===== src/rtl/chbd_pkg.sv =====
// ----------------------------------------------------------------------------
// chbd_pkg
// Types and constants shared by the chunked body decoder modules.
// ----------------------------------------------------------------------------
package chbd_pkg;

    // decoder phases
    typedef enum logic [3:0] {
        PH_SIZE       = 4'd0,
        PH_EXT        = 4'd1,
        PH_SIZE_LF    = 4'd2,
        PH_DATA       = 4'd3,
        PH_DATA_LF    = 4'd4,
        PH_TRAILER    = 4'd5,
        PH_TRAILER_LF = 4'd6,
        PH_DONE       = 4'd7,
        PH_ERROR      = 4'd8
    } phase_t;

    // result status codes
    localparam logic [2:0] ST_FRAME    = 3'd0;
    localparam logic [2:0] ST_PAYLOAD  = 3'd1;
    localparam logic [2:0] ST_COMPLETE = 3'd2;
    localparam logic [2:0] ST_ERR      = 3'd3;
    localparam logic [2:0] ST_LEFTOVER = 3'd4;
    localparam logic [2:0] ST_IGNORED  = 3'd5;

    // framing characters
    localparam logic [7:0] CH_CR = 8'h0D;
    localparam logic [7:0] CH_LF = 8'h0A;

    // queue between front and back
    localparam int QUEUE_DEPTH = 2;
    localparam int QUEUE_PTR_W = (QUEUE_DEPTH > 1) ? $clog2(QUEUE_DEPTH) : 1;
    localparam int QUEUE_CNT_W = $clog2(QUEUE_DEPTH + 1);

    // classified request from the front
    typedef struct packed {
        logic       start;
        logic       is_hex;
        logic [3:0] hex_digit;
        logic       is_cr;
        logic       is_lf;
        logic [7:0] byte_value;
    } item_t;

    // queue status toward front and back
    typedef struct packed {
        logic full;
        logic empty;
    } queue_status_t;

endpackage


===== src/rtl/http_chunked_body_decoder_top.sv =====
// a result passes through a queue entry register and then the result register
// one byte per cycle while the queue has room, bounded by the single framing state update per cycle
// the two-entry request queue absorbs output stalls until it fills, then in_ready drops
// reset: rst_n clears phase, size, count, queue and output valid; start_req clears
// the framing state in front of the byte that carries it
// ----------------------------------------------------------------------------
// http_chunked_body_decoder_top
// Classifies each byte of an HTTP chunked body as framing, payload, end,
// error, leftover or ignored.
// ----------------------------------------------------------------------------
module http_chunked_body_decoder_top
#(
    parameter int SIZE_BITS = 32
)
(
    input  logic       clk,
    input  logic       rst_n,
    input  logic       in_valid,
    output logic       in_ready,
    input  logic [7:0] byte_value,
    input  logic       start_req,
    output logic       out_valid,
    input  logic       out_ready,
    output logic [2:0] status,
    output logic [7:0] data_byte
);

    chbd_pkg::item_t         wr_item;
    chbd_pkg::item_t         rd_item;
    chbd_pkg::queue_status_t q_status;
    logic                    push;
    logic                    pop;

    // byte classification and input accept
    chbd_front u_front
    (
        .in_valid   (in_valid),
        .in_ready   (in_ready),
        .byte_value (byte_value),
        .start_req  (start_req),
        .q_status   (q_status),
        .push       (push),
        .item       (wr_item)
    );

    // decoupling queue
    chbd_queue u_queue
    (
        .clk      (clk),
        .rst_n    (rst_n),
        .push     (push),
        .wr_item  (wr_item),
        .pop      (pop),
        .rd_item  (rd_item),
        .q_status (q_status)
    );

    // framing state machine and result register
    chbd_back
    #(
        .SIZE_BITS (SIZE_BITS)
    )
    u_back
    (
        .clk       (clk),
        .rst_n     (rst_n),
        .item      (rd_item),
        .q_status  (q_status),
        .pop       (pop),
        .out_valid (out_valid),
        .out_ready (out_ready),
        .status    (status),
        .data_byte (data_byte)
    );

endmodule


===== src/rtl/chbd_front.sv =====
// ----------------------------------------------------------------------------
// chbd_front
// Accepts input requests and classifies each byte for the back end.
// ----------------------------------------------------------------------------
module chbd_front
(
    input  logic                   in_valid,
    output logic                   in_ready,
    input  logic [7:0]             byte_value,
    input  logic                   start_req,
    input  chbd_pkg::queue_status_t q_status,
    output logic                   push,
    output chbd_pkg::item_t        item
);

    // accept whenever the queue has room
    assign in_ready = !q_status.full;
    assign push     = in_valid && !q_status.full;

    // byte classification
    always_comb
    begin
        item.start      = start_req;
        item.byte_value = byte_value;
        item.is_cr      = (byte_value == chbd_pkg::CH_CR);
        item.is_lf      = (byte_value == chbd_pkg::CH_LF);
        item.is_hex     = 1'b0;
        item.hex_digit  = byte_value[3:0];
        if (byte_value inside {[8'h30:8'h39]})
        begin
            item.is_hex = 1'b1;
        end
        else if (byte_value inside {[8'h41:8'h46], [8'h61:8'h66]})
        begin
            // letters a..f map from low nibble 1..6
            item.is_hex    = 1'b1;
            item.hex_digit = byte_value[3:0] + 4'd9;
        end
    end

endmodule


===== src/rtl/chbd_queue.sv =====
// ----------------------------------------------------------------------------
// chbd_queue
// Small register queue that decouples the front from the back end.
// ----------------------------------------------------------------------------
module chbd_queue
(
    input  logic                    clk,
    input  logic                    rst_n,
    input  logic                    push,
    input  chbd_pkg::item_t         wr_item,
    input  logic                    pop,
    output chbd_pkg::item_t         rd_item,
    output chbd_pkg::queue_status_t q_status
);

    localparam int PTR_W = chbd_pkg::QUEUE_PTR_W;
    localparam int CNT_W = chbd_pkg::QUEUE_CNT_W;
    localparam logic [PTR_W-1:0] LAST_PTR = PTR_W'(chbd_pkg::QUEUE_DEPTH - 1);
    localparam logic [CNT_W-1:0] FULL_CNT = CNT_W'(chbd_pkg::QUEUE_DEPTH);

    chbd_pkg::item_t  entry_reg [chbd_pkg::QUEUE_DEPTH];
    logic [PTR_W-1:0] wr_ptr_reg, wr_ptr_next;
    logic [PTR_W-1:0] rd_ptr_reg, rd_ptr_next;
    logic [CNT_W-1:0] count_reg, count_next;

    assign q_status.full  = (count_reg == FULL_CNT);
    assign q_status.empty = (count_reg == '0);
    assign rd_item        = entry_reg[rd_ptr_reg];

    // pointer and count update
    always_comb
    begin
        wr_ptr_next = wr_ptr_reg;
        rd_ptr_next = rd_ptr_reg;
        count_next  = count_reg;
        if (push)
        begin
            wr_ptr_next = (wr_ptr_reg == LAST_PTR) ? '0 : wr_ptr_reg + 1'b1;
        end
        if (pop)
        begin
            rd_ptr_next = (rd_ptr_reg == LAST_PTR) ? '0 : rd_ptr_reg + 1'b1;
        end
        if (push && !pop)
        begin
            count_next = count_reg + 1'b1;
        end
        else if (pop && !push)
        begin
            count_next = count_reg - 1'b1;
        end
    end

    always_ff @(posedge clk or negedge rst_n)
    begin
        if (!rst_n)
        begin
            wr_ptr_reg <= '0;
            rd_ptr_reg <= '0;
            count_reg  <= '0;
        end
        else
        begin
            wr_ptr_reg <= wr_ptr_next;
            rd_ptr_reg <= rd_ptr_next;
            count_reg  <= count_next;
        end
    end

    // entry storage
    always_ff @(posedge clk)
    begin
        if (push)
        begin
            entry_reg[wr_ptr_reg] <= wr_item;
        end
    end

endmodule


===== src/rtl/chbd_back.sv =====
// ----------------------------------------------------------------------------
// chbd_back
// Framing state machine and output register of the chunked body decoder.
// ----------------------------------------------------------------------------
module chbd_back
#(
    parameter int SIZE_BITS = 32
)
(
    input  logic                    clk,
    input  logic                    rst_n,
    input  chbd_pkg::item_t         item,
    input  chbd_pkg::queue_status_t q_status,
    output logic                    pop,
    output logic                    out_valid,
    input  logic                    out_ready,
    output logic [2:0]              status,
    output logic [7:0]              data_byte
);

    chbd_pkg::phase_t     phase_reg, phase_next, cur_phase;
    logic [SIZE_BITS-1:0] len_reg, len_next, cur_len;
    logic [SIZE_BITS-1:0] seen_reg, seen_next, cur_seen;
    logic                 tline_reg, tline_next, cur_tline;
    logic                 out_valid_reg, out_valid_next;
    logic [2:0]           status_reg, status_next;
    logic [7:0]           data_reg;
    logic                 size_full;
    logic                 more_data;

    // take the next request when the output slot is free or draining
    assign pop = !q_status.empty && (!out_valid_reg || out_ready);

    // start request clears state ahead of this byte
    always_comb
    begin
        if (item.start)
        begin
            cur_phase = chbd_pkg::PH_SIZE;
            cur_len   = '0;
            cur_seen  = '0;
            cur_tline = 1'b0;
        end
        else
        begin
            cur_phase = phase_reg;
            cur_len   = len_reg;
            cur_seen  = seen_reg;
            cur_tline = tline_reg;
        end
    end

    assign size_full = (cur_len[SIZE_BITS-1 -: 4] != 4'd0);
    assign more_data = (cur_seen < cur_len);

    // next state
    always_comb
    begin
        phase_next = cur_phase;
        len_next   = cur_len;
        seen_next  = cur_seen;
        tline_next = cur_tline;
        case (cur_phase)
            chbd_pkg::PH_SIZE:
            begin
                if (item.is_hex)
                begin
                    if (size_full)
                    begin
                        phase_next = chbd_pkg::PH_ERROR;
                    end
                    else
                    begin
                        len_next = {cur_len[SIZE_BITS-5:0], item.hex_digit};
                    end
                end
                else if (item.is_cr)
                begin
                    phase_next = chbd_pkg::PH_SIZE_LF;
                end
                else
                begin
                    phase_next = chbd_pkg::PH_EXT;
                end
            end
            chbd_pkg::PH_EXT:
            begin
                if (item.is_cr)
                begin
                    phase_next = chbd_pkg::PH_SIZE_LF;
                end
            end
            chbd_pkg::PH_SIZE_LF:
            begin
                if (!item.is_lf)
                begin
                    phase_next = chbd_pkg::PH_ERROR;
                end
                else if (cur_len != '0)
                begin
                    phase_next = chbd_pkg::PH_DATA;
                end
                else
                begin
                    phase_next = chbd_pkg::PH_TRAILER;
                    tline_next = 1'b0;
                end
            end
            chbd_pkg::PH_DATA:
            begin
                if (more_data)
                begin
                    seen_next = cur_seen + 1'b1;
                end
                else if (item.is_cr)
                begin
                    phase_next = chbd_pkg::PH_DATA_LF;
                end
                else
                begin
                    phase_next = chbd_pkg::PH_ERROR;
                end
            end
            chbd_pkg::PH_DATA_LF:
            begin
                if (item.is_lf)
                begin
                    len_next   = '0;
                    seen_next  = '0;
                    phase_next = chbd_pkg::PH_SIZE;
                end
                else
                begin
                    phase_next = chbd_pkg::PH_ERROR;
                end
            end
            chbd_pkg::PH_TRAILER:
            begin
                if (item.is_cr)
                begin
                    phase_next = chbd_pkg::PH_TRAILER_LF;
                end
                else
                begin
                    tline_next = 1'b1;
                end
            end
            chbd_pkg::PH_TRAILER_LF:
            begin
                if (!item.is_lf)
                begin
                    phase_next = chbd_pkg::PH_ERROR;
                end
                else if (cur_tline)
                begin
                    phase_next = chbd_pkg::PH_TRAILER;
                    tline_next = 1'b0;
                end
                else
                begin
                    phase_next = chbd_pkg::PH_DONE;
                end
            end
            default:
            begin
                phase_next = cur_phase;
            end
        endcase
    end

    // result status
    always_comb
    begin
        status_next = chbd_pkg::ST_FRAME;
        case (cur_phase)
            chbd_pkg::PH_SIZE:
            begin
                if (item.is_hex && size_full)
                begin
                    status_next = chbd_pkg::ST_ERR;
                end
            end
            chbd_pkg::PH_EXT:
            begin
                status_next = chbd_pkg::ST_FRAME;
            end
            chbd_pkg::PH_SIZE_LF:
            begin
                if (!item.is_lf)
                begin
                    status_next = chbd_pkg::ST_ERR;
                end
            end
            chbd_pkg::PH_DATA:
            begin
                if (more_data)
                begin
                    status_next = chbd_pkg::ST_PAYLOAD;
                end
                else if (!item.is_cr)
                begin
                    status_next = chbd_pkg::ST_ERR;
                end
            end
            chbd_pkg::PH_DATA_LF, chbd_pkg::PH_TRAILER_LF:
            begin
                if (!item.is_lf)
                begin
                    status_next = chbd_pkg::ST_ERR;
                end
                else if (cur_phase == chbd_pkg::PH_TRAILER_LF && !cur_tline)
                begin
                    status_next = chbd_pkg::ST_COMPLETE;
                end
            end
            chbd_pkg::PH_TRAILER:
            begin
                status_next = chbd_pkg::ST_FRAME;
            end
            chbd_pkg::PH_DONE:
            begin
                status_next = chbd_pkg::ST_LEFTOVER;
            end
            default:
            begin
                status_next = chbd_pkg::ST_IGNORED;
            end
        endcase
    end

    // output slot occupancy
    always_comb
    begin
        out_valid_next = out_valid_reg;
        if (pop)
        begin
            out_valid_next = 1'b1;
        end
        else if (out_ready)
        begin
            out_valid_next = 1'b0;
        end
    end

    // control state
    always_ff @(posedge clk or negedge rst_n)
    begin
        if (!rst_n)
        begin
            phase_reg     <= chbd_pkg::PH_SIZE;
            len_reg       <= '0;
            seen_reg      <= '0;
            tline_reg     <= 1'b0;
            out_valid_reg <= 1'b0;
        end
        else
        begin
            out_valid_reg <= out_valid_next;
            if (pop)
            begin
                phase_reg <= phase_next;
                len_reg   <= len_next;
                seen_reg  <= seen_next;
                tline_reg <= tline_next;
            end
        end
    end

    // result payload
    always_ff @(posedge clk)
    begin
        if (pop)
        begin
            status_reg <= status_next;
            data_reg   <= item.byte_value;
        end
    end

    assign out_valid = out_valid_reg;
    assign status    = status_reg;
    assign data_byte = data_reg;

endmodule


===== config.mk =====
export PLATFORM = sky130hd
export DESIGN_NAME = http_chunked_body_decoder_top
export DESIGN_NICKNAME = d
export VERILOG_FILES = /design/src/rtl/chbd_pkg.sv /design/src/rtl/http_chunked_body_decoder_top.sv /design/src/rtl/chbd_front.sv /design/src/rtl/chbd_queue.sv /design/src/rtl/chbd_back.sv
export SDC_FILE = /design/constraint.sdc
export NUM_CORES = 1
export LEC_CHECK = 0
export CAP_MARGIN = 10
export CORE_MARGIN = 10
export CORE_UTILIZATION = 60
export CTS_CLUSTER_SIZE = 30
export DETAILED_ROUTE_END_ITERATION = 8
export DONT_BUFFER_PORTS = 1
export GPL_TIMING_DRIVEN = 0
export PLACE_DENSITY = 0.76
export SLEW_MARGIN = 20
export SYNTH_ARGS = -nofsm -noshare
export SYNTH_HDL_FRONTEND = slang
export SYNTH_SLANG_ARGS = --single-unit

===== constraint.sdc =====
create_clock -name clk -period 4.7 [get_ports clk]
set_input_delay 0.94 -clock clk [delete_from_list [all_inputs] [get_ports clk]]
set_output_delay 0.94 -clock clk [all_outputs]
set_load 0.01 [all_outputs]

After elaboration in Yosys (flattened, before gate mapping)
Memories as Yosys holds them, arrays and structs flattened.
Cells that the tools add are included.
{ "totals": {"out_inout_bits": 13, "rom_bits": 0, "ram_bits": 32, "latchBits": 0, "register_bits": 85, "mem_count": 1, "inputBits": 13} }
{ "mem_list": {"columns": ["memory", "depth", "width", "rd", "rd_clocked_by_memory_dff", "write_ports", "line", "rtl"], "rows": [
  ["u_queue.entry_reg", 2, 16, 1, 0, 1, "chbd_queue.sv:21", "chbd_pkg::item_t entry_reg [chbd_pkg::QUEUE_DEPTH];"]
]} }
{ "classes": {"mul": 0, "order_cmp": 7, "div_mod_pow": 0, "eq_ne": 10, "reduce_logical": 25, "shift": 0, "addsub": 6, "mux": 47, "bitwise": 0} }
{ "op_table": {"columns": ["cell", "n"], "rows": [
  ["32-bit 2-to-1 mux", 7],
  ["32-bit one-hot mux with 2 select lines", 2],
  ["4-bit 2-to-1 mux", 11],
  ["32-bit by 1-bit adder with 32-bit output, second input constant", 1],
  ["32-bit less-than comparator", 1],
  ["32-bit nonzero test", 1],
  ["4-bit one-hot mux with 7 select lines", 1],
  ["3-bit one-hot mux with 6 select lines", 1],
  ["4-bit by 3-bit equality test with 1-bit output, second input constant", 4],
  ["8-bit by 4-bit equality test with 1-bit output, second input constant", 2],
  ["8-bit by 7-bit greater-or-equal comparator with 1-bit output, second input constant", 2],
  ["8-bit by 7-bit less-or-equal comparator with 1-bit output, second input constant", 2],
  ["2-bit 2-to-1 mux", 8],
  ["1-bit 2-to-1 mux", 12],
  ["1-bit logical AND", 9],
  ["3-bit 2-to-1 mux", 3],
  ["4-bit by 2-bit equality test with 1-bit output, second input constant", 2],
  ["8-bit by 6-bit greater-or-equal comparator with 1-bit output, second input constant", 1],
  ["8-bit by 6-bit less-or-equal comparator with 1-bit output, second input constant", 1],
  ["1-bit zero test", 6],
  ["2-bit nonzero test", 3],
  ["5-bit 2-to-1 mux", 1],
  ["4-bit adder, second input constant", 1],
  ["4-bit by 1-bit equality test with 1-bit output, second input constant", 1],
  ["other kinds (10)", 12]
]} }

Logic depth before layout (Yosys ltp)
Gate-level depths: netlist of the first run.
{ "depth": {"depth_word": 7, "ltp_mapped": 17} }

Modules after synthesis
A second synthesis of the first run with hierarchy kept.
{ "unflattened": {"hier_cells": 770, "hier_area_um2": 7229.4} }
{ "modules_own_cells": {"columns": ["mod", "seq_area_each_um2", "instances", "area_each_um2", "cells_per_inst"], "rows": [
  ["chbd_back", 2082.0, 1, 5549.1, 666],
  ["chbd_queue", 1061.0, 1, 1392.6, 66],
  ["chbd_front", 0.0, 1, 287.8, 38]
]} }

Least setup slack after synthesis of the first run
No wires, ideal clock.
{ "synth_timing": {"kind": "register -> register", "start": "register u_queue.rd_ptr_reg", "end": "register u_back.status_reg[0] (netlist: u_back.status[0]) (data pin)", "n_path_buf": 7, "setup_slack_ns": 0.612, "synth_period_minus_slack_ns": 4.088, "t_arrival_ns": 3.823, "stages_incl_launch_ff": 18, "path_cell_list": "dfrtp_1 > buf_6 > mux2i_1 > buf_2 > clkbuf_1 > clkbuf_1 > buf_1 > nand2_1 > ha_1 > nand4_1 > nor4_2 > and3_1 > a221oi_4 > and2_1 > buf_2 > buf_2 > o21ai_1 > nand3_1"} }
{ "synth_between": {"elab_chain_cells": 6, "elab_cells_between_ends": 23, "cone_classes": "1 x order compare; 7 x eq/ne; 9 x mux; 5 x reduce/logical; 1 x memory"} }
{ "synth_lines": {"columns": ["element", "line", "rtl"], "rows": [
  ["from (decl)", "chbd_queue.sv:23", "logic [PTR_W-1:0] rd_ptr_reg, rd_ptr_next;"],
  ["from (signal assigned)", "chbd_queue.sv:65", "rd_ptr_reg <= rd_ptr_next;"],
  ["memory read 2 x 16 bit *", null, null],
  ["parallel branches: the longest is 4 deep, another holds 32-bit less-than comparator", null, null],
  ["3-bit one-hot mux with 6 select lines *", "chbd_back.sv:175", "case (cur_phase)"],
  ["net u_back.status_next[0]", "chbd_back.sv:26", "logic [2:0] status_reg, status_next;"],
  ["to (signal assigned)", "chbd_back.sv:274", "status_reg <= status_next;"],
  ["to (decl)", "chbd_back.sv:26", null]
]} }
Mark *: on every way through the listed nets, which the timed path passes.
A chain may end at the register's enable or synchronous reset.

Worst setup path in the final report of the first run
Same ends and word-level chain as after synthesis.

==> run summary, run 1 <==
The tools report the number of setup violations in the final report as 0. The first TritonRoute pass finished after 6 iterations. Among the stages of the critical path, the cell type that occurs most often is buf_2. The path length in cells of the critical path is 17. The capture instance of the worst register-to-register path is u_back.status[0]$_DFFE_PP_.

Among cell families on the critical path, the largest total delay comes from buffers and inverters. Cells fill 69.5% of the core in the end. For the detailed-route via count, the log shows 6152. The congestion estimate from routability-driven global placement came to 0.979. For this design the ratio of total power to cell area is 654 nW/um2. The worst setup path is of the register to register kind. From bottom edge to top edge, the die measures 127 um. Clock latency on the worst-skew pair, taken at its later pin, is 0.42 ns. The element type at the critical path start was a register. The part of the cycle the worst path needs is 93.7%. The wire-length estimate of the detail-placed layout is 14.4 mm. At the worst endpoint, the required time is 4.85 ns.

Together, buffers and inverters on the worst path number 7. Counting cells, the worst reg-to-reg path comes to 17. Reg-to-reg setup timing slack: 0.30 ns.

For this run, asynchronously set or reset flops after synthesis account for 63.2%. The tree built by TritonCTS fans out to 117 sinks. The area added between synthesis and finish came out at 12.0%. The die covers 16000 um2. For the total of warnings raised by yosys, the log shows 0. Counting every net in the synthesized netlist gives 760. Arrival time of data at the critical path endpoint: 4.55 ns.

In this run the horizontal extent of the chip is 127 um. For this run, the total global-route usage over all layers was measured as 25.9%. After synthesis the netlist holds a flip-flop and latch count of 117.

The top cell type by area accounts for 27.2% of the synthesized area. The number of buffers inserted during clock tree synthesis was 17; the number of rows in the core area was 38. Headroom to the max-slew limit came out at 18.9%. Cell with the largest stage delay on the worst path: nor4_4. Number of cells produced by synthesis: 712. The total instance count after detailed placement is 852, and the mean number of vias per cell is 6.91. The detailed router finished its first iteration with 917 violations. The fmax came out at 0.227 GHz. Input and output buffers added on the ports amount to 0.

The initial antenna violation count was 0; the slew at the pin closest to its max-slew limit was 1.21 ns. Count of endpoints failing hold in the final timing report: 0. By count the netlist is led by nand2_1 (96), dfrtp_1 (74), edfxtp_1 (43). The total power of the final layout is 4.99 mW, and the per-cell routed wire length is 23.2 um. The most used flip-flop cell after synthesis is dfrtp_1.

Across the VDD grid, the largest voltage drop is 0.429 mV. The sequential share of the synthesized area is 46.1%, and the share of post-route cells with drive strength above 1 is 9.33%. The final cell count without fillers came out at 890. The routed wire length was 20.6 mm; the final antenna-violating net count was 0. Ranked by total cell area, the synthesized netlist is headed by dfrtp_1 (27%), edfxtp_1 (19%), ha_1 (6.4%), nand2_1 (5.3%), o21ai_0 (3.1%). After clock tree synthesis, the clock-pin slew on the worst setup and hold paths is 0.05 ns.

Among all cell types in the netlist, the one instantiated most often is nand2_1. The cell taking the most area after synthesis was dfrtp_1. The worst register-to-register path begins at u_queue.rd_ptr_reg$_DFFE_PN0P_. The count of boundary I/O pins is 26, and the number of nets in the layout is 785.

In this run the worst path has a maximum fanout of 19. The run gives 0 as the number of inserted diodes. Walking the worst path, the cells encountered are buf_6 -> mux2i_4 -> buf_4 -> clkbuf_4 -> buf_2 -> nand2_1 -> ha_1 -> nand4_1 -> nor4_4 -> and3_1 -> a221oi_4 -> buf_4 -> and2_1 -> buf_2 -> buf_2 -> o21ai_1 -> nand3_1. The worst setup path is captured at a register. The complex-gate fraction of the synthesized area is 16.7%, and the buffer levels on the longest clock path is 2. The worst path needs 4.40 ns of the cycle, external delays included. Setup repair after global routing left no endpoint under its margin. For this run, design rule violations remaining after detail routing come to 0.

Summing the areas of all and, or, nand and nor instances in the mapped netlist gives 23.0% of the synthesized area. The adder-cell share of the synthesized area is 6.57%. The average size of a mapped cell is 9.57 um2, and the fraction of synthesized cell area in xor and xnor cells is 0.900%. The tools report the CTS H-tree depth as 4. After synthesis, the largest family of logic cells by area is simple AND/OR/NAND/NOR gates. CTS placed an instance of clkbuf_16 at the clock tree root. The synthesized netlist occupies a cell area of 6810 um2. Final count of pins violating max slew: 0. The run gives 11000 um2 as the core area. TritonCTS built the clock tree. The initial utilization of the core area, before any placement, comes to 62.0%. The number of fill cells is 819. The first-pass GRT wire length is 32.9 mm, and the share of cell area taken by muxes after synthesis is 3.18%. Peak per-stage delay on the critical path: 0.43 ns. Worst-case setup margin in the final layout: 0.298 ns. The synthesized design contains 43 enable-type register cells. Entering global routing, the biggest net connects 75 pins. The tools report the number of global-route vias before repair as 5886.

The type of the worst min-delay path was input pin to async pin. For the leakage power summed over all cells, the log shows 3.19 nW. After detailed placement, the total cell area comes to 6990 um2.

The clock skew after layout was 0.00704 ns; the worst setup slack after placement was -1.17 ns. The final instance area is 7630 um2. Global routing finished with a remaining overflow of 0. The run finished with clean final reports. Number of maximum-capacitance violations: 0. The number of distinct library cells after synthesis was 63.
-- timing repair --
action | 4_1_cts | 5_1_grt
gates resized for setup | 10 | 4
endpoints found under the setup margin | 38 | 31
buffers inserted | 0 | 7
pin swaps | 1 | 2
hold buffers | 0 | 0
gates cloned | 0 | 0
-- metal layers --
| metal | share of wire, % | vias up | global-route usage [%] | routed length, um |
|---|---|---|---|---|
| li1 | - | 2728 | - | - |
| met3 | 9.8 | 62 | 6.75 | 2020 |
| met2 | 46 | 382 | 39.6 | 9460 |
| met1 | 41 | 2980 | 34.2 | 8540 |
| met5 | 0 | - | 0 | 0 |
| met4 | 2.9 | 0 | 11.1 | 601 |
-- area by class of cell --
type	count	area (um2)	area share, %
flip-flops and latches	117	3140	41.2
clock inverters	13	109	1.43
well taps	140	175	2.29
clock buffers	19	443	5.80
plain buffers	39	178	2.33
multi-input cells	535	3460	45.3
repair buffers	7	52.6	0.688
inverters	20	75.1	0.983
-- where the power goes --
part           total [mW]  internal, mW  switching, mW
clock                1.21         0.735          0.471
combinational        2.25         0.712           1.54
sequential           1.53          1.34          0.197
-- through the flow --
step / hold WS [ns] / TNS, ns
global route: 0.194 / 0
CTS: 0.203 / 0
detailed placement: 0.506 / -35.86
global placement: 0.479 / -34.59
finish: 0.207 / 0
floorplan: 0.452 / 0
-- cell usage in the layout, fill, tap and decap left out, types with 6 or more instances in the layout --
cell type and n:
a21oi_1 30, a22o_1 20, a22oi_1 7, a31oi_1 16, and2_1 25, and3_1 17
and4_1 6, buf_2 8, buf_4 8, clkbuf_1 26, clkbuf_16 17, dfrtp_1 74
edfxtp_1 43, ha_1 35, inv_1 20, mux2_2 9, mux2i_1 9, nand2_1 96
nand2b_1 13, nand3_1 29, nand4_1 17, nor2_1 35, nor3_1 14, nor4_1 18
o211ai_1 8, o21ai_0 42, o21ai_1 8, or3_1 8, or4_1 6
-- worst register-to-register path: stages (launching register included) --
cell and delay [ns]:
dfrtp_1 0.34, buf_6 0.17, mux2i_4 0.30, buf_4 0.31, clkbuf_4 0.29, buf_2 0.24
nand2_1 0.08, ha_1 0.33, nand4_1 0.24, nor4_4 0.43, and3_1 0.26, a221oi_4 0.10
buf_4 0.18, and2_1 0.14, buf_2 0.20, buf_2 0.25, o21ai_1 0.16, nand3_1 0.11
-- how the worst max path moves through the flow --
stage | start | endpoint | slack [ns]
final | u_queue.rd_ptr_reg$_DFFE_PN0P_ | u_back.status[0]$_DFFE_PP_ | 0.30
after global routing | u_queue.rd_ptr_reg$_DFFE_PN0P_ | u_back.status[0]$_DFFE_PP_ | 0.11
after CTS | u_queue.rd_ptr_reg$_DFFE_PN0P_ | u_back.seen_reg[5]$_DFFE_PN0P_ | 0.04
after detailed placement | u_queue.rd_ptr_reg$_DFFE_PN0P_ | u_back.seen_reg[5]$_DFFE_PN0P_ | -1.17
after global placement | u_queue.rd_ptr_reg$_DFFE_PN0P_ | u_back.seen_reg[5]$_DFFE_PN0P_ | -1.13
after floorplan | u_queue.rd_ptr_reg$_DFFE_PN0P_ | u_back.status[0]$_DFFE_PP_ | 0.61
-- cells by family after synthesis --
logic type,after synthesis
and+or+nand+nor,302
muxes,20
adders and majority gates,36
DFF,117
xor gates and xnor gates,7
buffers and inverters,60
AOI/OAI and AO/OA,170
Power figures use the tool's default switching activity.
==> inputs of run 2 (changes only) <==
--- a/config.mk
+++ b/config.mk
@@ -7,12 +7,11 @@
 export LEC_CHECK = 0
 export CAP_MARGIN = 10
 export CORE_MARGIN = 10
-export CORE_UTILIZATION = 60
+export CORE_UTILIZATION = 45
 export CTS_CLUSTER_SIZE = 30
 export DETAILED_ROUTE_END_ITERATION = 8
 export DONT_BUFFER_PORTS = 1
 export GPL_TIMING_DRIVEN = 0
-export PLACE_DENSITY = 0.76
 export SLEW_MARGIN = 20
 export SYNTH_ARGS = -nofsm -noshare
 export SYNTH_HDL_FRONTEND = slang
==> run 2 against run 1 <==
Sequential share of layout area is 0.27 points lower. Register-to-register slack worse by 0.03 ns. Die area is 28% higher. Final cell count is 4.3% higher. Largest power group unchanged.
==> run summary, run 2 (synthesis results as in run 1) <==
The flow ran to the end, and the final reports show no timing, DRC or antenna violations. The total cell area at the placement stage was 7050 um2 (was 6990 um2); the slew at the pin closest to its max-slew limit was 0.918 ns (was 1.21 ns). Part of the cycle the worst path needs: 94.2% (was 93.7%). Peak supply drop: 0.386 mV (was 0.429 mV). Number of setup violations in the final report: 0 (unchanged). Setup repair after global routing left no endpoint under its margin. The number of port buffers was 0 (unchanged).

The initial antenna violation count is 0 (unchanged). The logs give 14.9 mm (was 14.4 mm) for the half-perimeter wire length after placement and 20500 um2 (was 16000 um2) for the area of the die. The met2 global-route usage is 31.0% (was 39.6%), and the setup TNS is 0 ns (unchanged). The number of remaining DRC errors was 0 (unchanged). Fmax: 0.226 GHz (was 0.227 GHz).

The tools report the effective utilization at floorplan as 46.4% (was 62.0%). The die width was 143 um (was 127 um). The worst relative slew slack was 38.1% (was 18.9%); the minimum clock period was 4.43 ns (was 4.40 ns). The logs give 14700 um2 (was 11000 um2) for the core area and 0 (unchanged) for the final antenna-violating net count. The startpoint-to-endpoint class of the critical path was register to register (unchanged). The met1 usage in global routing was 29.4% (was 34.2%); the power per cell area was 648 nW/um2 (was 654 nW/um2). The layer carrying the most global-route usage was met2 (unchanged).

The detailed-route via count is 5866 (was 6152), and the final count of pins violating max slew is 0 (unchanged). The logs give 7680 um2 (was 7630 um2) for the final instance area and 0.43 ns (was 0.42 ns) for the clock latency of the later-clocked register in the worst-skew pair. The number of sinks handled by clock tree synthesis is 117 (unchanged). For the count of endpoints failing hold in the final timing report, the log shows 0 (unchanged). The capture instance of the worst register-to-register path was u_back.seen_reg[31]$_DFFE_PN0P_ (was u_back.status[0]$_DFFE_PP_). The launch instance of the worst register-to-register path is u_queue.rd_ptr_reg$_DFFE_PN0P_ (unchanged). The leakage power summed over all cells came out at 3.18 nW (was 3.19 nW). Most common cell after layout, fill and taps aside: nand2_1 (unchanged).

Most used cells in the layout excluding fill and tap cells: nand2_1 (96), dfrtp_1 (74), edfxtp_1 (43) (unchanged). The worst hold slack was 0.213 ns (was 0.207 ns); the count of cells along the worst register-to-register path was 17 (unchanged). The reg-to-reg setup timing slack was 0.27 ns (was 0.30 ns); the total instance count after detailed placement was 896 (was 852). The detailed-routing iteration count for the pre-antenna-repair pass is 8 (was 6). Height of the chip: 143 um (was 127 um). For the count of boundary I/O pins, the log shows 26 (unchanged). The type of the worst min-delay path is input pin to async pin (unchanged). The number of buffers inserted during clock tree synthesis is 17 (unchanged), and the largest net degree at the start of global routing is 75 (unchanged). The number of global-route vias before repair was 5618 (was 5886).

The sort of element at the end of the critical path is a register (unchanged). For the overall track demand over capacity in global routing, the log shows 20.8% (was 25.9%). The number of inserted diodes came out at 0 (unchanged). The worst-case setup margin in the final layout came out at 0.272 ns (was 0.298 ns). The clock skew after layout was 0.0131 ns (was 0.00704 ns); the first-pass GRT wire length was 32.7 mm (was 32.9 mm). The number of nets in the layout came out at 780 (was 785).

The share of post-route cells with drive strength above 1 is 9.14% (was 9.33%), and the number of rows in the core area is 44 (was 38). The number of maximum-capacitance violations was 0 (unchanged); the final RePlAce weighted congestion was 0.949 (was 0.979). The logs give 2 (unchanged) for the buffer levels on the longest clock path and 928 (was 890) for the final cell count without fillers.

The count of hold-fix buffers inserted at cts was 0 (unchanged); the clock transition time at the flip-flop clock pins of the worst setup and hold paths was 0.06 ns (was 0.05 ns). The mean number of vias per cell is 6.32 (was 6.91), and the area added between synthesis and finish is 12.8% (was 12.0%). For the final global-route overflow total, the log shows 0 (unchanged). TritonCTS built the clock tree.

Arrival time of data at the critical path endpoint: 4.69 ns (was 4.55 ns). The initial detailed-routing violation count was 651 (was 917); the CTS H-tree depth was 4 (unchanged). The clock root buffer was clkbuf_16 (unchanged).

The run gives 4.96 ns (was 4.85 ns) as the endpoint required time on the critical path. Element type at the critical path start: a register (unchanged). The met3 global-route usage was 3.98% (was 6.75%); the routed wire length was 20.8 mm (was 20.6 mm). Maximum fanout along the worst path: 10 (was 19).

The tools report the worst setup slack after placement as -0.885 ns (was -1.17 ns). The per-cell routed wire length was 22.5 um (was 23.2 um).
==> run 2: changes by cell type in the layout (fill, tap and decap cells not counted), sizes merged <==
| cell | previous run | this run |
|---|---|---|
| clkinv | 7 | 1 |
| clkinvlp | 3 | 4 |
| inv | 22 | 26 |
| clkbuf | 48 | 47 |
| buf | 17 | 12 |
| bufinv | 1 | 2 |
==> run 2: report_power, final <==
group | internal, mW | switching, mW
combinational | 0.654 | 1.50
sequential | 1.34 | 0.197
clock | 0.784 | 0.503
==> run 2: worst max-delay path: stages (launching register included) <==
cell,delay [ns]
dfrtp_1,0.33
buf_6,0.17
mux2i_4,0.37
buf_6,0.21
clkbuf_4,0.24
clkbuf_4,0.26
buf_2,0.24
nand2_1,0.10
ha_1,0.32
a21o_1,0.16
a21oi_1,0.15
o221ai_1,0.19
a221oi_4,0.50
nand2_2,0.17
buf_2,0.23
buf_2,0.24
o31ai_1,0.27
a21oi_1,0.10
==> run 2: routing by layer <==
| metal | share of wire (%) | wire [um] | up-vias |
|---|---|---|---|
| met5 | 0 | 0 | - |
| met4 | 1.4 | 297 | 0 |
| met3 | 7.6 | 1580 | 23 |
| met2 | 45 | 9370 | 278 |
| met1 | 46 | 9600 | 2858 |
| li1 | - | - | 2707 |
==> run 2: timing repair <==
action | 4_1_cts | 5_1_grt
gates cloned | 0 | 0
resized for setup | 9 | 9
endpoints found under the setup margin | 38 | 35
setup buffers | 0 | 1
pin swaps | 0 | 2
==> run 2: how the worst max path moves through the flow <==
stage	startpoint	endpoint	slack, ns	depth (start not counted)
after CTS	u_queue.rd_ptr_reg$_DFFE_PN0P_	u_back.status[0]$_DFFE_PP_	0.01	17
after floorplan	u_queue.rd_ptr_reg$_DFFE_PN0P_	u_back.status[0]$_DFFE_PP_	0.61	17
final	u_queue.rd_ptr_reg$_DFFE_PN0P_	u_back.seen_reg[31]$_DFFE_PN0P_	0.27	17
after global routing	u_queue.rd_ptr_reg$_DFFE_PN0P_	u_back.seen_reg[31]$_DFFE_PN0P_	0.04	17
after detailed placement	u_queue.rd_ptr_reg$_DFFE_PN0P_	u_back.status[1]$_DFFE_PP_	-0.88	16
after global placement	u_queue.rd_ptr_reg$_DFFE_PN0P_	u_back.status[1]$_DFFE_PP_	-0.99	16
==> run 2: per-stage QoR <==
| step | utilization (%) | total power [mW] |
|---|---|---|
| 6_report | 52.3 | 4.98 |
| 5_1_grt | 52.3 | 5.21 |
| 4_1_cts | 52.1 | 4.90 |
| 3_5_place_dp | 48.0 | 3.57 |
| 3_3_place_gp | 47.9 | 3.53 |
| 2_1_floorplan | - | 2.88 |
==> run 2: final cells by class <==
type                       count  area (um2)
timing repair buffer           1        7.51
fill                        1325        7020
sequential                   117        3140
buffer                        40         188
clock buffer                  18         429
inverter                      20        75.1
tap                          184         230
multi-input combinational    535        3460
clock inverter                13         146
==> inputs of run 3 (changes only) <==
--- a/config.mk
+++ b/config.mk
@@ -12,7 +12,9 @@
 export DETAILED_ROUTE_END_ITERATION = 8
 export DONT_BUFFER_PORTS = 1
 export GPL_TIMING_DRIVEN = 0
+export SKIP_CTS_REPAIR_TIMING = 1
 export SLEW_MARGIN = 20
 export SYNTH_ARGS = -nofsm -noshare
 export SYNTH_HDL_FRONTEND = slang
+export SYNTH_HIERARCHICAL = 1
 export SYNTH_SLANG_ARGS = --single-unit
==> run 3 against run 2 <==
Combinational power rose by 21%. Maximum frequency decreased by 0.14%. Total power up 13%. Sequential power is 8% higher. Final cell count up 9.5%. Non-clock buffer count grew 8. Clock skew decreased by 0.0032 ns. Register-to-register slack barely moved. Sequential cell count is the same. Count of clock-buffer cells in the layout is 1 lower. Critical endpoint is now u_back/seen_reg[14]$_DFFE_PN0P_.
==> run summary, run 3 <==
The flow ran to the end, and the final reports show no timing, DRC or antenna violations. The detailed-route via count is 6324 (was 5866), and the total nets after synthesis is 819 (was 760). The tools report the final antenna-violating net count as 0 (unchanged).

The final RePlAce weighted congestion is 0.929 (was 0.949), and the number of cells produced by synthesis is 770 (was 712). The initial detailed-routing violation count was 658 (was 651). The tools report the total power of the final layout as 5.61 mW (was 4.98 mW). Cell with the largest stage delay on the worst path: or4_1 (was a221oi_4).

The per-cell routed wire length was 21.6 um (was 22.5 um). Number of rows in the core area: 46 (was 44). The most common cell after layout, fill and taps aside was nand2_1 (unchanged). The detailed-routing iteration count for the pre-antenna-repair pass was 6 (was 8); the height of the chip was 147 um (was 143 um). The maximum fanout along the worst path was 19 (was 10); the die width was 147 um (was 143 um). The count of boundary I/O pins is 26 (unchanged), and the leakage power summed over all cells is 3.25 nW (was 3.18 nW). Total of warnings raised by yosys: 6 (was 0). For the arrival time of data at the critical path endpoint, the log shows 4.79 ns (was 4.69 ns).

The number of remaining DRC errors is 0 (unchanged). The portion of synthesized cell area occupied by the leading cell type works out to 25.6% (was 27.2%). The clock transition time at the flip-flop clock pins of the worst setup and hold paths is 0.06 ns (about the same).

The power per cell area came out at 687 nW/um2 (was 648 nW/um2). The run gives -1.31 ns (was -0.885 ns) as the worst setup slack after placement. The endpoint required time on the critical path is 5.06 ns (was 4.96 ns).

The tools report the clock root buffer as clkbuf_16 (unchanged). The average size of a mapped cell was 9.39 um2 (was 9.57 um2); the number of nets in the layout was 836 (was 780). The logs give 75 (unchanged) for the largest net degree at the start of global routing and 0 (unchanged) for the initial antenna violation count. The tools report the peak supply drop as 0.394 mV (was 0.386 mV). The tools report the sort of element at the end of the critical path as a register (unchanged). The tools report the number of inserted diodes as 0 (unchanged). The type of the worst min-delay path was input pin to async pin (unchanged). The async set-or-reset flop fraction in the synthesized netlist is 63.2% (unchanged). Main area contributors after synthesis: dfrtp_1 (26%), edfxtp_1 (18%), ha_1 (6.2%), nand2_1 (5.9%), o21ai_0 (4.8%) (was dfrtp_1 (27%), edfxtp_1 (19%), ha_1 (6.4%), nand2_1 (5.3%), o21ai_0 (3.1%)). Half-perimeter wire length after placement: 16.1 mm (was 14.9 mm). The cell taking the most area after synthesis is dfrtp_1 (unchanged). The CTS H-tree depth came out at 4 (unchanged). Critical path cell sequence: buf_6 -> mux2_2 -> buf_6 -> clkinv_1 -> buf_2 -> clkbuf_2 -> nand2_1 -> ha_1 -> nand4_1 -> a21oi_1 -> a211oi_1 -> a2bb2oi_2 -> nand3_2 -> or4_1 -> nand3_1 (was buf_6 -> mux2i_4 -> buf_6 -> clkbuf_4 -> clkbuf_4 -> buf_2 -> nand2_1 -> ha_1 -> a21o_1 -> a21oi_1 -> o221ai_1 -> a221oi_4 -> nand2_2 -> buf_2 -> buf_2 -> o31ai_1 -> a21oi_1). For the reg-to-reg setup timing slack, the log shows 0.27 ns (about the same).

The tools report the worst-case setup margin in the final layout as 0.266 ns (was 0.272 ns). The number of maximum-capacitance violations is 0 (unchanged), and the overall track demand over capacity in global routing is 20.5% (was 20.8%). The buffer levels on the longest clock path is 2 (unchanged), and the final global-route overflow total is 0 (unchanged).

For the number of fill cells, the log shows 1478 (was 1325). The capture instance of the worst register-to-register path was u_back/seen_reg[14]$_DFFE_PN0P_ (was u_back.seen_reg[31]$_DFFE_PN0P_). TritonCTS built the clock tree.

The register bit total from synthesis came out at 117 (unchanged). The count of flip-flops with a built-in enable after synthesis is 43 (unchanged). The logs give 0 ns (unchanged) for the setup TNS and 7520 um2 (was 7050 um2) for the total cell area at the placement stage. The tools report the final instance area as 8160 um2 (was 7680 um2).

The logs give 0.226 GHz (about the same) for the fmax and 6294 (was 5618) for the number of global-route vias before repair. The effective utilization at floorplan is 45.7% (was 46.4%). The logs give 17 (unchanged) for the number of buffers inserted during clock tree synthesis and 38.2% (was 38.1%) for the worst relative slew slack. Final count of pins violating max slew: 0 (unchanged).

The count of cells along the worst register-to-register path is 15 (was 17). The clock latency of the later-clocked register in the worst-skew pair is 0.43 ns (about the same). The run gives 7230 um2 (was 6810 um2) as the area of the mapped netlist. The dominant cell by count in the synthesized netlist is nand2_1 (unchanged). The slew at the pin closest to its max-slew limit was 0.919 ns (was 0.918 ns).

The core area is 15800 um2 (was 14700 um2). The run gives 117 (unchanged) as the number of sinks handled by clock tree synthesis. Most used cells in the layout excluding fill and tap cells: nand2_1 (113), dfrtp_1 (74), o21ai_0 (70) (was nand2_1 (96), dfrtp_1 (74), edfxtp_1 (43)). The most prevalent standard cell on the critical path was buf_6 (was buf_2).

The first-pass GRT wire length was 35.0 mm (was 32.7 mm); the minimum clock period was 4.43 ns (about the same). Number of distinct library cells after synthesis: 72 (was 63). The startpoint-to-endpoint class of the critical path is register to register (unchanged). The run gives 21500 um2 (was 20500 um2) as the area of the die.

Most used standard cells in the synthesized netlist: nand2_1 (114), dfrtp_1 (74), o21ai_0 (70) (was nand2_1 (96), dfrtp_1 (74), edfxtp_1 (43)). The area added between synthesis and finish was 12.9% (was 12.8%). The count of buffer and inverter cells on the critical path works out to 5 (was 7). The clock skew after layout is 0.00993 ns (was 0.0131 ns). The peak per-stage delay on the critical path works out to 0.58 ns (was 0.50 ns). The share of post-route cells with drive strength above 1 is 11.5% (was 9.14%), and the mean number of vias per cell is 6.22 (was 6.32).

The routed wire length was 21.9 mm (was 20.8 mm). Source of the critical timing path: u_queue/rd_ptr_reg$_DFFE_PN0P_ (was u_queue.rd_ptr_reg$_DFFE_PN0P_). The kind of cell with the highest combined delay on the critical path is simple AND/OR/NAND/NOR gates (was buffers and inverters). Worst hold slack: 0.209 ns (was 0.213 ns). The count of endpoints failing hold in the final timing report was 0 (unchanged).

Launch instance of the worst register-to-register path: u_queue/rd_ptr_reg$_DFFE_PN0P_ (was u_queue.rd_ptr_reg$_DFFE_PN0P_). The part of the cycle the worst path needs came out at 94.3% (was 94.2%). The most used flip-flop cell after synthesis is dfrtp_1 (unchanged).

Element type at the critical path start: a register (unchanged). For the sequential share of the synthesized area, the log shows 43.5% (was 46.1%). The number of port buffers is 0 (unchanged).

The number of setup violations in the final report is 0 (unchanged).
[run 3: area by class of cell]
cell class	count	area [um2]	area share (%)
multi-input cells	585	3790	46.4
flip-flops and latches	117	3140	38.5
clock buffers	17	425	5.21
plain buffers	48	278	3.40
well taps	216	270	3.31
clock inverters	15	180	2.21
inverters	17	63.8	0.782
repair buffers	1	15.0	0.184
[run 3: metal layers]
| layer | up-vias | GRT usage (%) | part of all wire [%] |
|---|---|---|---|
| met5 | - | 0 | 0 |
| met4 | 0 | 4.80 | 1.0 |
| met3 | 22 | 5.16 | 7.7 |
| met2 | 237 | 34.6 | 51 |
| met1 | 3146 | 25.6 | 41 |
| li1 | 2919 | - | - |
[run 3: stage by stage]
| stage | std cells | util (%) |
|---|---|---|
| 2_1_floorplan | 770 | - |
| 3_3_place_gp | 986 | 47.4 |
| 3_5_place_dp | 987 | 47.5 |
| 4_1_cts | 1019 | 51.3 |
| 5_1_grt | 1016 | 51.6 |
| 6_report | 1016 | 51.6 |
[run 3: logic make-up (layout without fill, tap and decap cells)]
logic type,after synthesis,in the layout,share of synthesized area [%]
xor gates and xnor gates,7,7,0.848
AOI/OAI and AO/OA,213,213,18.8
adders and majority gates,36,36,6.23
DFF,117,117,43.5
muxes,19,19,3.37
buffers and inverters,68,98,4.59
and+or+nand+nor,310,310,22.7
[run 3: power breakdown]
group | internal (mW) | switching (mW)
Combinational | 0.837 | 1.77
Sequential | 1.38 | 0.264
Clock | 0.805 | 0.551
[run 3: how the worst max path moves through the flow]
stage | endpoint | slack [ns] | depth (start not counted)
floorplan | u_back/seen_reg[24]$_DFFE_PN0P_ | 0.43 | 17
global placement | u_back/seen_reg[17]$_DFFE_PN0P_ | -1.24 | 19
detailed placement | u_back/seen_reg[13]$_DFFE_PN0P_ | -1.31 | 18
CTS | u_back/seen_reg[13]$_DFFE_PN0P_ | -1.31 | 18
global route | u_back/seen_reg[13]$_DFFE_PN0P_ | -0.006 | 16
finish | u_back/seen_reg[14]$_DFFE_PN0P_ | 0.27 | 15
